### config.mk
export PLATFORM = sky130hd
export DESIGN_NAME = i2c_master_byte_engine_top
export DESIGN_NICKNAME = d
export VERILOG_FILES = /design/src/hdl/i2cmb_pkg.sv /design/src/hdl/i2cmb_front.sv /design/src/hdl/i2cmb_back.sv /design/src/hdl/i2c_master_byte_engine_top.sv
export SDC_FILE = /design/constraint.sdc
export NUM_CORES = 1
export LEC_CHECK = 0
export ABC_AREA = 1
export BUFFER_PORTS_ARGS = -buffer_cell sky130_fd_sc_hd__buf_2
export CAP_MARGIN = 25
export CORE_MARGIN = 3
export CORE_UTILIZATION = 40
export CTS_CLUSTER_SIZE = 24
export DETAILED_ROUTE_END_ITERATION = 16
export SYNTH_ARGS = -nofsm -noshare
export SYNTH_HDL_FRONTEND = slang
export SYNTH_SLANG_ARGS = --single-unit
### constraint.sdc
create_clock -name clk -period 5.7 [get_ports clk]
set_clock_uncertainty 0.15 [all_clocks]
set_input_delay 1.14 -clock clk [delete_from_list [all_inputs] [get_ports clk]]
set_output_delay 1.14 -clock clk [all_outputs]
set_load 0.05 [all_outputs]
### src/hdl/i2cmb_pkg.sv
package i2cmb_pkg;

    // Queue depth between front and back, and of the result queue
    localparam int Q_DEPTH = 2;
    localparam int Q_PTR_W = 1;
    localparam int Q_CNT_W = 2;

    localparam int ADDR_W = 5;
    localparam int DATA_W = 32;

    // Register indexes (paddr[4:2])
    localparam logic [2:0] REG_BIT_LOW     = 3'd0;
    localparam logic [2:0] REG_BIT_HIGH    = 3'd1;
    localparam logic [2:0] REG_READ_HIGH   = 3'd2;
    localparam logic [2:0] REG_START_STOP  = 3'd3;
    localparam logic [2:0] REG_ACK_TIMEOUT = 3'd4;

    localparam logic [7:0] RST_BIT_LOW     = 8'd4;
    localparam logic [7:0] RST_BIT_HIGH    = 8'd2;
    localparam logic [7:0] RST_READ_HIGH   = 8'd4;
    localparam logic [7:0] RST_START_STOP  = 8'd4;
    localparam logic [7:0] RST_ACK_TIMEOUT = 8'd250;

    // Request codes on the req_type field
    localparam logic [1:0] REQ_START = 2'd0;
    localparam logic [1:0] REQ_STOP  = 2'd1;
    localparam logic [1:0] REQ_WRITE = 2'd2;
    localparam logic [1:0] REQ_READ  = 2'd3;

    localparam logic [3:0] BITS_PER_BYTE = 4'd8;

    typedef enum logic [2:0] {
        CMD_NONE  = 3'd0,
        CMD_START = 3'd1,
        CMD_STOP  = 3'd2,
        CMD_WRITE = 3'd3,
        CMD_READ  = 3'd4
    } cmd_kind_t;

    typedef struct packed {
        logic       cmd_valid;
        logic [1:0] req_type;
        logic [7:0] tx_byte;
        logic       send_ack;
        logic       sda_in;
    } tick_t;

    typedef struct packed {
        cmd_kind_t  kind;
        logic [7:0] tx_byte;
        logic       send_ack;
        logic       sda_in;
    } ctick_t;

    typedef struct packed {
        logic       scl_level;
        logic       sda_drive;
        logic       sda_level;
        logic       busy_res;
        logic       done_res;
        logic [7:0] rx_byte;
        logic       ack_error;
    } result_t;

    typedef struct packed {
        logic [7:0] bit_low_ticks;
        logic [7:0] bit_high_ticks;
        logic [7:0] read_high_ticks;
        logic [7:0] start_stop_ticks;
        logic [7:0] ack_timeout_ticks;
    } cfg_t;

    typedef enum logic [13:0] {
        PH_IDLE   = 14'h0001,
        PH_ST_HI  = 14'h0002,
        PH_ST_LO  = 14'h0004,
        PH_SP_LO  = 14'h0008,
        PH_SP_HI  = 14'h0010,
        PH_SP_REL = 14'h0020,
        PH_W_LOW  = 14'h0040,
        PH_W_HIGH = 14'h0080,
        PH_A_REL  = 14'h0100,
        PH_A_WAIT = 14'h0200,
        PH_R_LOW  = 14'h0400,
        PH_R_HIGH = 14'h0800,
        PH_K_LOW  = 14'h1000,
        PH_K_HIGH = 14'h2000
    } phase_t;

endpackage

### src/hdl/i2cmb_front.sv
module i2cmb_front (
    input  logic             clk,
    input  logic             rst_n,
    input  logic             push,
    output logic             full,
    input  i2cmb_pkg::tick_t tick,
    output logic             q_valid,
    input  logic             q_pop,
    output i2cmb_pkg::ctick_t q_item
);

    i2cmb_pkg::ctick_t                  mem_reg [i2cmb_pkg::Q_DEPTH];
    logic [i2cmb_pkg::Q_PTR_W-1:0]      wr_ptr_reg, wr_ptr_next;
    logic [i2cmb_pkg::Q_PTR_W-1:0]      rd_ptr_reg, rd_ptr_next;
    logic [i2cmb_pkg::Q_CNT_W-1:0]      count_reg, count_next;
    logic                               push_ok;
    logic                               pop_ok;
    i2cmb_pkg::ctick_t                  classified;

    // Decode the command up front so the back end only sees a kind
    always_comb
    begin
        classified.tx_byte  = tick.tx_byte;
        classified.send_ack = tick.send_ack;
        classified.sda_in   = tick.sda_in;
        classified.kind     = i2cmb_pkg::CMD_NONE;
        if (tick.cmd_valid)
        begin
            case (tick.req_type)
                i2cmb_pkg::REQ_START: classified.kind = i2cmb_pkg::CMD_START;
                i2cmb_pkg::REQ_STOP:  classified.kind = i2cmb_pkg::CMD_STOP;
                i2cmb_pkg::REQ_WRITE: classified.kind = i2cmb_pkg::CMD_WRITE;
                i2cmb_pkg::REQ_READ:  classified.kind = i2cmb_pkg::CMD_READ;
                default:              classified.kind = i2cmb_pkg::CMD_NONE;
            endcase
        end
    end

    assign full    = (count_reg == i2cmb_pkg::Q_CNT_W'(i2cmb_pkg::Q_DEPTH));
    assign q_valid = (count_reg != '0);
    assign push_ok = push && !full;
    assign pop_ok  = q_pop && q_valid;
    assign q_item  = mem_reg[rd_ptr_reg];

    always_comb
    begin
        wr_ptr_next = wr_ptr_reg + i2cmb_pkg::Q_PTR_W'(push_ok);
        rd_ptr_next = rd_ptr_reg + i2cmb_pkg::Q_PTR_W'(pop_ok);
        count_next  = count_reg + i2cmb_pkg::Q_CNT_W'(push_ok)
                      - i2cmb_pkg::Q_CNT_W'(pop_ok);
    end

    always_ff @(posedge clk or negedge rst_n)
    begin
        if (!rst_n)
        begin
            wr_ptr_reg <= '0;
            rd_ptr_reg <= '0;
            count_reg  <= '0;
        end
        else
        begin
            wr_ptr_reg <= wr_ptr_next;
            rd_ptr_reg <= rd_ptr_next;
            count_reg  <= count_next;
        end
    end

    always_ff @(posedge clk)
    begin
        if (push_ok)
        begin
            mem_reg[wr_ptr_reg] <= classified;
        end
    end

    a_pop_needs_beat: assert property (@(posedge clk) disable iff (!rst_n)
        q_pop |-> count_reg != '0)
        else $error("back end popped an empty tick queue");

    a_full_holds: assert property (@(posedge clk) disable iff (!rst_n)
        (full && !q_pop) |=> full)
        else $error("tick queue lost a beat while full");

endmodule

### src/hdl/i2cmb_back.sv
module i2cmb_back (
    input  logic               clk,
    input  logic               rst_n,
    input  i2cmb_pkg::cfg_t    cfg,
    input  logic               q_valid,
    output logic               q_pop,
    input  i2cmb_pkg::ctick_t  q_item,
    output logic               empty,
    input  logic               pop,
    output i2cmb_pkg::result_t result
);

    i2cmb_pkg::phase_t phase_reg, phase_next;
    logic [7:0] tick_count_reg, tick_count_next;
    logic [3:0] bit_index_reg, bit_index_next;
    logic [7:0] shift_reg, shift_next;
    logic [7:0] ack_wait_count_reg, ack_wait_count_next;
    logic       ack_choice_reg, ack_choice_next;
    logic       scl_reg, scl_next;
    logic       sda_drive_reg, sda_drive_next;
    logic       sda_level_reg, sda_level_next;
    logic       error_flag_reg, error_flag_next;
    logic [7:0] rx_hold_reg, rx_hold_next;
    logic       done;
    logic       step;
    logic [7:0] seg_len;
    logic       seg_done;
    logic [3:0] bit_inc;
    logic [7:0] shift_left;

    i2cmb_pkg::result_t            res_mem_reg [i2cmb_pkg::Q_DEPTH];
    logic [i2cmb_pkg::Q_PTR_W-1:0] res_wr_reg, res_rd_reg;
    logic [i2cmb_pkg::Q_CNT_W-1:0] res_count_reg, res_count_next;
    logic                          res_pop_ok;
    i2cmb_pkg::result_t            res_item;

    assign step  = q_valid && (res_count_reg != i2cmb_pkg::Q_CNT_W'(i2cmb_pkg::Q_DEPTH));
    assign q_pop = step;

    // Length of the segment the current phase is timing
    always_comb
    begin
        case (phase_reg)
            i2cmb_pkg::PH_ST_HI,
            i2cmb_pkg::PH_ST_LO,
            i2cmb_pkg::PH_SP_LO,
            i2cmb_pkg::PH_SP_HI,
            i2cmb_pkg::PH_SP_REL: seg_len = cfg.start_stop_ticks;
            i2cmb_pkg::PH_W_LOW,
            i2cmb_pkg::PH_R_LOW:  seg_len = cfg.bit_low_ticks;
            i2cmb_pkg::PH_W_HIGH,
            i2cmb_pkg::PH_K_HIGH: seg_len = cfg.bit_high_ticks;
            i2cmb_pkg::PH_R_HIGH: seg_len = cfg.read_high_ticks;
            i2cmb_pkg::PH_K_LOW:  seg_len = ack_choice_reg ? 8'd1 : 8'd2;
            default:              seg_len = 8'd1;
        endcase
    end

    assign seg_done   = !(tick_count_reg < seg_len);
    assign bit_inc    = bit_index_reg + 4'd1;
    assign shift_left = {shift_reg[6:0], 1'b0};

    always_comb
    begin
        phase_next          = phase_reg;
        tick_count_next     = tick_count_reg;
        bit_index_next      = bit_index_reg;
        shift_next          = shift_reg;
        ack_wait_count_next = ack_wait_count_reg;
        ack_choice_next     = ack_choice_reg;
        scl_next            = scl_reg;
        sda_drive_next      = sda_drive_reg;
        sda_level_next      = sda_level_reg;
        error_flag_next     = error_flag_reg;
        rx_hold_next        = rx_hold_reg;
        done                = 1'b0;

        if (step)
        begin
            // Segment timer: count up until the length is reached
            if (!seg_done && phase_reg != i2cmb_pkg::PH_IDLE
                && phase_reg != i2cmb_pkg::PH_A_WAIT)
            begin
                tick_count_next = tick_count_reg + 8'd1;
            end

            case (phase_reg)
                i2cmb_pkg::PH_IDLE:
                begin
                    case (q_item.kind)
                        i2cmb_pkg::CMD_START:
                        begin
                            phase_next      = i2cmb_pkg::PH_ST_HI;
                            scl_next        = 1'b1;
                            tick_count_next = 8'd1;
                            sda_level_next  = 1'b1;
                            sda_drive_next  = 1'b0;
                        end
                        i2cmb_pkg::CMD_STOP:
                        begin
                            phase_next      = i2cmb_pkg::PH_SP_LO;
                            scl_next        = 1'b0;
                            tick_count_next = 8'd1;
                            sda_level_next  = 1'b0;
                            sda_drive_next  = 1'b1;
                        end
                        i2cmb_pkg::CMD_WRITE:
                        begin
                            shift_next      = q_item.tx_byte;
                            bit_index_next  = 4'd0;
                            error_flag_next = 1'b0;
                            phase_next      = i2cmb_pkg::PH_W_LOW;
                            scl_next        = 1'b0;
                            tick_count_next = 8'd1;
                            sda_level_next  = q_item.tx_byte[7];
                            sda_drive_next  = !q_item.tx_byte[7];
                        end
                        i2cmb_pkg::CMD_READ:
                        begin
                            shift_next      = 8'd0;
                            bit_index_next  = 4'd0;
                            ack_choice_next = q_item.send_ack;
                            phase_next      = i2cmb_pkg::PH_R_LOW;
                            scl_next        = 1'b0;
                            tick_count_next = 8'd1;
                            sda_level_next  = 1'b1;
                            sda_drive_next  = 1'b0;
                        end
                        default:
                        begin
                        end
                    endcase
                end
                i2cmb_pkg::PH_ST_HI:
                begin
                    if (seg_done)
                    begin
                        phase_next      = i2cmb_pkg::PH_ST_LO;
                        scl_next        = 1'b1;
                        tick_count_next = 8'd1;
                        sda_level_next  = 1'b0;
                        sda_drive_next  = 1'b1;
                    end
                end
                i2cmb_pkg::PH_ST_LO:
                begin
                    if (seg_done)
                    begin
                        scl_next   = 1'b0;
                        phase_next = i2cmb_pkg::PH_IDLE;
                        done       = 1'b1;
                    end
                end
                i2cmb_pkg::PH_SP_LO:
                begin
                    if (seg_done)
                    begin
                        phase_next      = i2cmb_pkg::PH_SP_HI;
                        scl_next        = 1'b1;
                        tick_count_next = 8'd1;
                    end
                end
                i2cmb_pkg::PH_SP_HI:
                begin
                    if (seg_done)
                    begin
                        phase_next      = i2cmb_pkg::PH_SP_REL;
                        scl_next        = 1'b1;
                        tick_count_next = 8'd1;
                        sda_level_next  = 1'b1;
                        sda_drive_next  = 1'b0;
                    end
                end
                i2cmb_pkg::PH_SP_REL:
                begin
                    if (seg_done)
                    begin
                        phase_next = i2cmb_pkg::PH_IDLE;
                        done       = 1'b1;
                    end
                end
                i2cmb_pkg::PH_W_LOW:
                begin
                    if (seg_done)
                    begin
                        phase_next      = i2cmb_pkg::PH_W_HIGH;
                        scl_next        = 1'b1;
                        tick_count_next = 8'd1;
                    end
                end
                i2cmb_pkg::PH_W_HIGH:
                begin
                    if (seg_done)
                    begin
                        bit_index_next  = bit_inc;
                        shift_next      = shift_left;
                        scl_next        = 1'b0;
                        tick_count_next = 8'd1;
                        if (bit_inc >= i2cmb_pkg::BITS_PER_BYTE)
                        begin
                            phase_next     = i2cmb_pkg::PH_A_REL;
                            sda_level_next = 1'b1;
                            sda_drive_next = 1'b0;
                        end
                        else
                        begin
                            phase_next     = i2cmb_pkg::PH_W_LOW;
                            sda_level_next = shift_left[7];
                            sda_drive_next = !shift_left[7];
                        end
                    end
                end
                i2cmb_pkg::PH_A_REL:
                begin
                    if (seg_done)
                    begin
                        phase_next          = i2cmb_pkg::PH_A_WAIT;
                        scl_next            = 1'b1;
                        tick_count_next     = 8'd1;
                        ack_wait_count_next = 8'd0;
                    end
                end
                i2cmb_pkg::PH_A_WAIT:
                begin
                    if (!q_item.sda_in)
                    begin
                        scl_next   = 1'b0;
                        phase_next = i2cmb_pkg::PH_IDLE;
                        done       = 1'b1;
                    end
                    else if (ack_wait_count_reg >= cfg.ack_timeout_ticks)
                    begin
                        // no ack in time: abort into a stop condition
                        error_flag_next = 1'b1;
                        phase_next      = i2cmb_pkg::PH_SP_LO;
                        scl_next        = 1'b0;
                        tick_count_next = 8'd1;
                        sda_level_next  = 1'b0;
                        sda_drive_next  = 1'b1;
                    end
                    else
                    begin
                        ack_wait_count_next = ack_wait_count_reg + 8'd1;
                    end
                end
                i2cmb_pkg::PH_R_LOW:
                begin
                    if (seg_done)
                    begin
                        phase_next      = i2cmb_pkg::PH_R_HIGH;
                        scl_next        = 1'b1;
                        tick_count_next = 8'd1;
                        shift_next      = {shift_reg[6:0], q_item.sda_in};
                    end
                end
                i2cmb_pkg::PH_R_HIGH:
                begin
                    if (seg_done)
                    begin
                        bit_index_next  = bit_inc;
                        scl_next        = 1'b0;
                        tick_count_next = 8'd1;
                        if (bit_inc >= i2cmb_pkg::BITS_PER_BYTE)
                        begin
                            phase_next     = i2cmb_pkg::PH_K_LOW;
                            sda_level_next = !ack_choice_reg;
                            sda_drive_next = ack_choice_reg;
                        end
                        else
                        begin
                            phase_next = i2cmb_pkg::PH_R_LOW;
                        end
                    end
                end
                i2cmb_pkg::PH_K_LOW:
                begin
                    if (seg_done)
                    begin
                        phase_next      = i2cmb_pkg::PH_K_HIGH;
                        scl_next        = 1'b1;
                        tick_count_next = 8'd1;
                    end
                end
                i2cmb_pkg::PH_K_HIGH:
                begin
                    if (seg_done)
                    begin
                        scl_next     = 1'b0;
                        rx_hold_next = shift_reg;
                        phase_next   = i2cmb_pkg::PH_IDLE;
                        done         = 1'b1;
                    end
                end
                default:
                begin
                    phase_next = i2cmb_pkg::PH_IDLE;
                end
            endcase
        end
    end

    always_comb
    begin
        res_item.scl_level = scl_next;
        res_item.sda_drive = sda_drive_next;
        res_item.sda_level = sda_level_next;
        res_item.busy_res  = (phase_next != i2cmb_pkg::PH_IDLE);
        res_item.done_res  = done;
        res_item.rx_byte   = rx_hold_next;
        res_item.ack_error = error_flag_next;
    end

    always_ff @(posedge clk or negedge rst_n)
    begin
        if (!rst_n)
        begin
            phase_reg          <= i2cmb_pkg::PH_IDLE;
            tick_count_reg     <= 8'd0;
            bit_index_reg      <= 4'd0;
            shift_reg          <= 8'd0;
            ack_wait_count_reg <= 8'd0;
            ack_choice_reg     <= 1'b0;
            scl_reg            <= 1'b1;
            sda_drive_reg      <= 1'b0;
            sda_level_reg      <= 1'b1;
            error_flag_reg     <= 1'b0;
            rx_hold_reg        <= 8'd0;
        end
        else
        begin
            phase_reg          <= phase_next;
            tick_count_reg     <= tick_count_next;
            bit_index_reg      <= bit_index_next;
            shift_reg          <= shift_next;
            ack_wait_count_reg <= ack_wait_count_next;
            ack_choice_reg     <= ack_choice_next;
            scl_reg            <= scl_next;
            sda_drive_reg      <= sda_drive_next;
            sda_level_reg      <= sda_level_next;
            error_flag_reg     <= error_flag_next;
            rx_hold_reg        <= rx_hold_next;
        end
    end

    // Result queue: one beat per processed tick
    assign empty      = (res_count_reg == '0);
    assign res_pop_ok = pop && !empty;
    assign result     = res_mem_reg[res_rd_reg];

    always_comb
    begin
        res_count_next = res_count_reg + i2cmb_pkg::Q_CNT_W'(step)
                         - i2cmb_pkg::Q_CNT_W'(res_pop_ok);
    end

    always_ff @(posedge clk or negedge rst_n)
    begin
        if (!rst_n)
        begin
            res_wr_reg    <= '0;
            res_rd_reg    <= '0;
            res_count_reg <= '0;
        end
        else
        begin
            res_wr_reg    <= res_wr_reg + i2cmb_pkg::Q_PTR_W'(step);
            res_rd_reg    <= res_rd_reg + i2cmb_pkg::Q_PTR_W'(res_pop_ok);
            res_count_reg <= res_count_next;
        end
    end

    always_ff @(posedge clk)
    begin
        if (step)
        begin
            res_mem_reg[res_wr_reg] <= res_item;
        end
    end

    a_done_not_busy: assert property (@(posedge clk) disable iff (!rst_n)
        (step && done) |-> !res_item.busy_res && phase_next == i2cmb_pkg::PH_IDLE)
        else $error("command completed while still busy");

    a_error_from_ack: assert property (@(posedge clk) disable iff (!rst_n)
        $rose(error_flag_reg) |-> $past(phase_reg) == i2cmb_pkg::PH_A_WAIT)
        else $error("ack error raised outside the ack wait");

    a_open_drain: assert property (@(posedge clk) disable iff (!rst_n)
        sda_drive_reg != sda_level_reg)
        else $error("SDA driven high or released low");

endmodule

### src/hdl/i2c_master_byte_engine_top.sv
// Path: a pushed tick is held in the front tick queue, then the back end processes it and writes
// its result into the result queue, from which pop takes it.
// Throughput: one tick per cycle, sustained while pop keeps up; the per-tick bus FSM
// in the back end handles one tick each cycle and the two-beat queues absorb stalls.
// Reset: rst_n is asynchronous, active low; queues empty, FSM idle with SCL high and
// SDA released, configuration registers back to their defaults. No clearing pass.
module i2c_master_byte_engine_top (
    input  logic                             clk,
    input  logic                             rst_n,
    input  logic                             push,
    output logic                             full,
    input  i2cmb_pkg::tick_t                 tick,
    output logic                             empty,
    input  logic                             pop,
    output i2cmb_pkg::result_t               result,
    input  logic                             psel,
    input  logic                             penable,
    input  logic                             pwrite,
    input  logic [i2cmb_pkg::ADDR_W-1:0]     paddr,
    input  logic [i2cmb_pkg::DATA_W-1:0]     pwdata,
    output logic [i2cmb_pkg::DATA_W-1:0]     prdata,
    output logic                             pready
);

    i2cmb_pkg::cfg_t   cfg_reg;
    logic              wr_en;
    logic [2:0]        reg_idx;
    logic              q_valid;
    logic              q_pop;
    i2cmb_pkg::ctick_t q_item;

    assign pready  = 1'b1;
    assign wr_en   = psel && penable && pwrite && pready;
    assign reg_idx = paddr[4:2];

    always_ff @(posedge clk or negedge rst_n)
    begin
        if (!rst_n)
        begin
            cfg_reg.bit_low_ticks     <= i2cmb_pkg::RST_BIT_LOW;
            cfg_reg.bit_high_ticks    <= i2cmb_pkg::RST_BIT_HIGH;
            cfg_reg.read_high_ticks   <= i2cmb_pkg::RST_READ_HIGH;
            cfg_reg.start_stop_ticks  <= i2cmb_pkg::RST_START_STOP;
            cfg_reg.ack_timeout_ticks <= i2cmb_pkg::RST_ACK_TIMEOUT;
        end
        else if (wr_en)
        begin
            case (reg_idx)
                i2cmb_pkg::REG_BIT_LOW:     cfg_reg.bit_low_ticks     <= pwdata[7:0];
                i2cmb_pkg::REG_BIT_HIGH:    cfg_reg.bit_high_ticks    <= pwdata[7:0];
                i2cmb_pkg::REG_READ_HIGH:   cfg_reg.read_high_ticks   <= pwdata[7:0];
                i2cmb_pkg::REG_START_STOP:  cfg_reg.start_stop_ticks  <= pwdata[7:0];
                i2cmb_pkg::REG_ACK_TIMEOUT: cfg_reg.ack_timeout_ticks <= pwdata[7:0];
                default:
                begin
                end
            endcase
        end
    end

    always_comb
    begin
        case (reg_idx)
            i2cmb_pkg::REG_BIT_LOW:     prdata = {24'd0, cfg_reg.bit_low_ticks};
            i2cmb_pkg::REG_BIT_HIGH:    prdata = {24'd0, cfg_reg.bit_high_ticks};
            i2cmb_pkg::REG_READ_HIGH:   prdata = {24'd0, cfg_reg.read_high_ticks};
            i2cmb_pkg::REG_START_STOP:  prdata = {24'd0, cfg_reg.start_stop_ticks};
            i2cmb_pkg::REG_ACK_TIMEOUT: prdata = {24'd0, cfg_reg.ack_timeout_ticks};
            default:                    prdata = '0;
        endcase
    end

    i2cmb_front u_front (
        .clk     (clk),
        .rst_n   (rst_n),
        .push    (push),
        .full    (full),
        .tick    (tick),
        .q_valid (q_valid),
        .q_pop   (q_pop),
        .q_item  (q_item)
    );

    i2cmb_back u_back (
        .clk     (clk),
        .rst_n   (rst_n),
        .cfg     (cfg_reg),
        .q_valid (q_valid),
        .q_pop   (q_pop),
        .q_item  (q_item),
        .empty   (empty),
        .pop     (pop),
        .result  (result)
    );

endmodule
==> Word-level counts from Yosys, hierarchy flattened <==
Memory sizes are Yosys's and may differ from the RTL's.
Index checks and enable logic that the tools add are counted.
{ "totals": {"register_bits": 103, "ramBits": 54, "output_inout_bits": 49, "elab_cells": 201, "mem_count": 2} }
{ "mem_list": {"columns": ["memory", "depth", "width", "read_ports", "rd_ports_with_merged_regs", "write_ports", "line", "text"], "rows": [
  ["u_back.res_mem_reg", 2, 14, 1, 0, 1, "i2cmb_back.sv:31", "i2cmb_pkg::result_t res_mem_reg [i2cmb_pkg::Q_DEPTH];"],
  ["u_front.mem_reg", 2, 13, 1, 0, 1, "i2cmb_front.sv:12", "i2cmb_pkg::ctick_t mem_reg [i2cmb_pkg::Q_DEPTH];"]
]} }
{ "op_classes": {"add_sub_neg": 11, "magnitude_cmp": 3, "n_eq_ne": 38, "mux": 84, "n_reduce_logical": 41} }
{ "ops": {"columns": ["op", "count"], "rows": [
  ["2-to-1 mux 14 bit", 13],
  ["one-hot mux 14 bit (12 select lines)", 1],
  ["2-to-1 mux 8 bit", 13],
  ["one-hot mux 8 bit (5 select lines)", 2],
  ["one-hot mux 14 bit (4 select lines)", 1],
  ["one-hot mux 8 bit (3 select lines)", 2],
  ["2-to-1 mux 1 bit", 34],
  ["one-hot mux 8 bit (2 select lines)", 2],
  ["!= test 14 x 1 -> 1 bit (second input constant)", 2],
  ["adder 8 x 1 -> 8 bit (second input constant)", 2],
  ["equality test 14 x 1 -> 1 bit (second input constant)", 1],
  ["equality test 14 x 10 -> 1 bit (second input constant)", 1],
  ["equality test 14 x 11 -> 1 bit (second input constant)", 1],
  ["equality test 14 x 12 -> 1 bit (second input constant)", 1],
  ["equality test 14 x 13 -> 1 bit (second input constant)", 1],
  ["equality test 14 bit (second input constant)", 1],
  ["equality test 14 x 2 -> 1 bit (second input constant)", 1],
  ["equality test 14 x 3 -> 1 bit (second input constant)", 1],
  ["equality test 14 x 4 -> 1 bit (second input constant)", 1],
  ["equality test 14 x 5 -> 1 bit (second input constant)", 1],
  ["equality test 14 x 6 -> 1 bit (second input constant)", 1],
  ["equality test 14 x 7 -> 1 bit (second input constant)", 1],
  ["equality test 14 x 8 -> 1 bit (second input constant)", 1],
  ["equality test 14 x 9 -> 1 bit (second input constant)", 1],
  ["other kinds (43)", 91]
]} }

==> Longest topological paths before layout <==
{ "logic_depth": {"ltp_word": 10, "depth_mapped": 26} }

==> Hierarchy <==
From an unflattened synthesis, not the netlist that was laid out.
{ "hier_totals": {"cells_unflattened": 1112, "area_unflattened_um2": 9014.9} }
{ "modules_own_cells": {"columns": ["module", "instances", "cells_each", "area_each_um2", "seq_area_each_um2"], "rows": [
  ["i2cmb_back", 1, 719, 5509.0, 2321.0],
  ["i2c_master_byte_engine_top", 1, 285, 2252.2, 1013.5],
  ["i2cmb_front", 1, 108, 1253.7, 880.8]
]} }

==> Least setup slack after synthesis <==
No wires, ideal clock.
{ "synth_timing": {"kind": "reg-to-reg", "start": "register u_back.phase_reg[4]", "end": "memory u_back.res_mem_reg[0][10] (netlist bit) (data pin)", "t_arrival_ns": 3.308, "slack_ns": 1.984, "path_stages_with_launch": 21, "period_less_slack_ns": 3.716, "path_cell_list": "dfrtp_1 nor2_2 nand2_4 nor2_8 nand2_2 inv_2 clkbuf_1 a22o_1 a221oi_1 ha_1 a21oi_1 nor2_1 a211oi_2 a21boi_4 nand2_1 nand2_2 o21ai_1 nor2_1 nand2_1 nor2_1 nand2_1"} }
{ "synth_lines": {"columns": ["element", "line", "text"], "rows": [
  ["from (decl)", "i2cmb_back.sv:13", "i2cmb_pkg::phase_t phase_reg, phase_next;"],
  ["from (signal assigned)", "i2cmb_back.sv:317", "phase_reg <= i2cmb_pkg::PH_IDLE;"],
  ["from (signal assigned)", "i2cmb_back.sv:331", "phase_reg <= phase_next;"],
  ["to (decl)", "i2cmb_back.sv:31", null]
]} }

==> run summary <==
Timing
• **summed negative setup slack over all endpoints** 0 ps
• **fin crit share** 80.30%
• **Final Max Tran Viols** 0
• **worst rel slew slack** 34.23%
• **Final Hold Fails** 0
• **Finish-stage setup viols** 0
• **fmax** 218.5 MHz
• **minimum period implied by the final worst setup slack** 4577 ps
• **Worst Slack Setup Final** 1123 ps
• **transition at the pin with the smallest max-transition slack** 980.5 ps
• **RSZ-0062 raised after global routing** false

Final layout
• **utilization after layout** 46.32%
• **area growth from synthesis to final layout** 12.63%
• **most common cell after layout, fill and taps aside** sky130_fd_sc_hd__nand2_1
• **post-route cell area** 9829 sq um
• **commonest non-fill, non-tap cells in the layout** 284 x sky130_fd_sc_hd__nand2_1, 125 x sky130_fd_sc_hd__inv_1, 90 x sky130_fd_sc_hd__dfrtp_1
• **antenna cell count** 0
• **multi-input logic area** 3812 sq um
• **count of filler cells inserted in the layout** 2064
• **layout cell share with drive strength beyond 1** 14.02%
• **# nets final** 1191
• **max reg flops** 40
• **Seq. cell area** 4215 sq um

Critical path
• **WS Path Type** reg2reg
• **cell seen most often among critical-path stages** sky130_fd_sc_hd__nand2_1
• **chain of cells forming the critical path** nor2_2 > nand2_2 > inv_2 > nand3_1 > nand2_1 > a221oi_1 > ha_1 > a21oi_1 > nor2_1 > a211oi_2 > buf_4 > a21boi_4 > nand2_1 > nand2_2 > o21ai_1 > nor2_1 > nand2_1 > nor2_1 > nand2_1
• **CP max-delay cell** sky130_fd_sc_hd__a221oi_1
• **Req. time, crit path** 5720 ps
• **Worst Path Max Fanout** 9
• **Critical Path AT** 4600 ps
• **peak per-stage delay on the critical path** 540 ps
• **endpoint type of the worst setup path** flop
• **kind of start point of the critical path** flop

Synth
• **number of flops mapped to enable cells by yosys** 54
• **FFs w/ async S/R, synth** 65.61%
• **part of the Yosys area used for sequential elements** 48.30%
• **Mean Syn Cell Area** 8.319 sq um
• **Post-synth top flop** sky130_fd_sc_hd__dfrtp_1
• **Mapped Area** 8727 sq um
• **Ys Warns** 0
• **number of storage elements in the synthesis netlist** 157
• **distinct cell type count after synthesis** 53
• **number of instances in the synthesized netlist** 1049
• **top area cells in the synthesized netlist** sky130_fd_sc_hd__dfrtp_1 26%, sky130_fd_sc_hd__edfxtp_1 19%, sky130_fd_sc_hd__nand2_1 12%, sky130_fd_sc_hd__inv_1 5.4%, sky130_fd_sc_hd__o21ai_0 4.1%
• **cell taking the most area after synthesis** sky130_fd_sc_hd__dfrtp_1
• **post-synth top area share** 25.81%

Route
• **via count** 7024
• **highest metal layer used by the detailed router** met4
• **iteration-0 DRC count of the detailed router** 654
• **length of routed met3 wiring** 1327 um
• **Detailed Routing Iterations Pass 1** 5
• **total routed wirelength** 21010 um
• **via count normalized by instance count** 5.035
• **DRC errors left** 0
• **met2 wire len** 9448 um
• **post-detailed-route wirelength per cell** 15.06 um
• **wire length the detailed router placed on met1** 9933 um
• **number of nets with antenna violations after detailed routing** 0

Clock network
• **maximum level of the CTS H-tree** 4
• **buffer levels on the longest clock path** 2
• **total clock buffers created by CTS** 17
• **# Post-CTS Setup Buffers** 0
• **latest clock arrival within the worst-skew pair** 430 ps
• **CTS clock-pin slew for the worst setup and hold paths** 80 ps
• **TritonCTS clock tree** built
• **number of sinks driven by the clock tree** 157
• **Post-CTS Resized** 0
• **Root Buffer Master** sky130_fd_sc_hd__clkbuf_16
• **hold buffers post-CTS** 0

Global routing
• **gr usage total** 18.07%
• **grt total ovfl** 0
• **largest net degree at the start of global routing** 59
• **first-pass GRT wire length** 34420 um
• **number of antenna violations at the first check in global routing** 0
• **number of global-route vias before repair** 6600

Die
• **core outline area** 21220 sq um
• **area enclosed by the die boundary** 23630 sq um
• **initial standard-cell utilization of the core** 41.13%
• **overall die height** 153.7 um
• **I/O pins** 106
• **overall die width** 153.7 um
• **number of standard-cell rows in the floorplan** 53

Power
• **Overall Power** 5.202 mW
• **leakage component of the power** 4.882 nW
• **peak supply drop** 0.0002701 V
• **power density over cell area** 529.2 nW/um^2

Placed design
• **worst setup slack after placement** 1263 ps
• **total half-perimeter wirelength after legalization and detailed placement** 14920 um
• **placed standard-cell area** 9211 sq um
• **gp weighted congestion** 0.8838
• **# port buffers** 54

Run
• **max capacitance violation total** 0

Min path
• **Worst Hold Class** reg2reg

Run status
• **outcome** completed

[final timing paths]
kind,startpoint,to,slack (ps),cells past startpoint
worst min register to register,u_back.shift_reg[7],u_back.shift_reg[7],340,2
max in group asynchronous,rst_n,cfg_reg[14],3630,2
min in group asynchronous,rst_n,u_back.rx_hold_reg[1],640,1
worst min-delay path,u_back.shift_reg[7],u_back.shift_reg[7],340,2
worst max-delay path,u_back.phase_reg[3],u_back.res_mem_reg[1][10],1120,19
worst max register to register,u_back.phase_reg[3],u_back.res_mem_reg[1][10],1120,19
[cell usage after synthesis (all sizes together), types with 2 or more instances]
library cell / number
a31oi: 3
clkbuf: 16
nand3b: 2
nor3: 20
xor2: 8
o21ai: 81
nand2: 299
o21a: 8
edfxtp: 54
a22o: 6
dfstp: 13
a221oi: 15
clkinv: 2
o211ai: 5
dfrtp: 90
inv: 133
o31ai: 4
conb: 2
nor2: 92
xnor2: 4
ha: 27
a21oi: 39
nor4: 6
buf: 30
and3: 2
o22ai: 8
or2: 5
nand3: 51
nand4: 16
[worst max-delay path: cells and delay by family (launching register included)]
kind	cells	cell delay, ps
flip-flops	1	530
adder cells (fa/ha/maj)	1	330
buffers and inverters	2	270
AND/OR/NAND/NOR	11	1630
AO/OA/AOI/OAI	5	1390
[cells by family (layout without fill, tap and decap cells)]
group                    Yosys count  count (layout)  share of synthesized area [%]
AND/OR/NAND/NOR                  494             494                          25.32
other                              2              25                        0.08605
AO/OA/AOI/OAI                    175             175                          12.09
buffers and inverters            181             229                          9.004
flip-flops                       157             157                          48.30
multiplexers                       1               1                         0.1290
XOR/XNOR                          12              12                          1.204
adder cells (fa/ha/maj)           27              27                          3.871
[through the flow]
stage / hold slack (ps) / instances
floorplan: 297.8 / 1072
CTS: 344.7 / 1395
finish: 336.5 / 1395
detailed placement: 325.4 / 1363
global route: 361.6 / 1395
global placement: 322.5 / 1363
[power by group]
part | internal (mW) | total (mW) | switching (mW)
clock network | 0.600 | 1.16 | 0.558
registers | 1.54 | 1.72 | 0.178
logic | 0.638 | 2.32 | 1.69
[area by class of cell]
class	instances	share of cell area, %
Inverter	135	5.155
Sequential cell	157	42.88
Timing Repair Buffer	62	3.386
Clock inverter	15	1.960
Tap cell	275	3.501
Multi-Input combinational cell	734	38.79
Clock buffer	17	4.328
[per-layer routing]
layer / global-route usage, % / up-vias
met5: 0 / -
met4: 5.341 / 0
met3: 4.194 / 20
met2: 28.14 / 218
met1: 25.37 / 3238
li1: - / 3548
No activity file was read; power rests on OpenSTA's default activity.
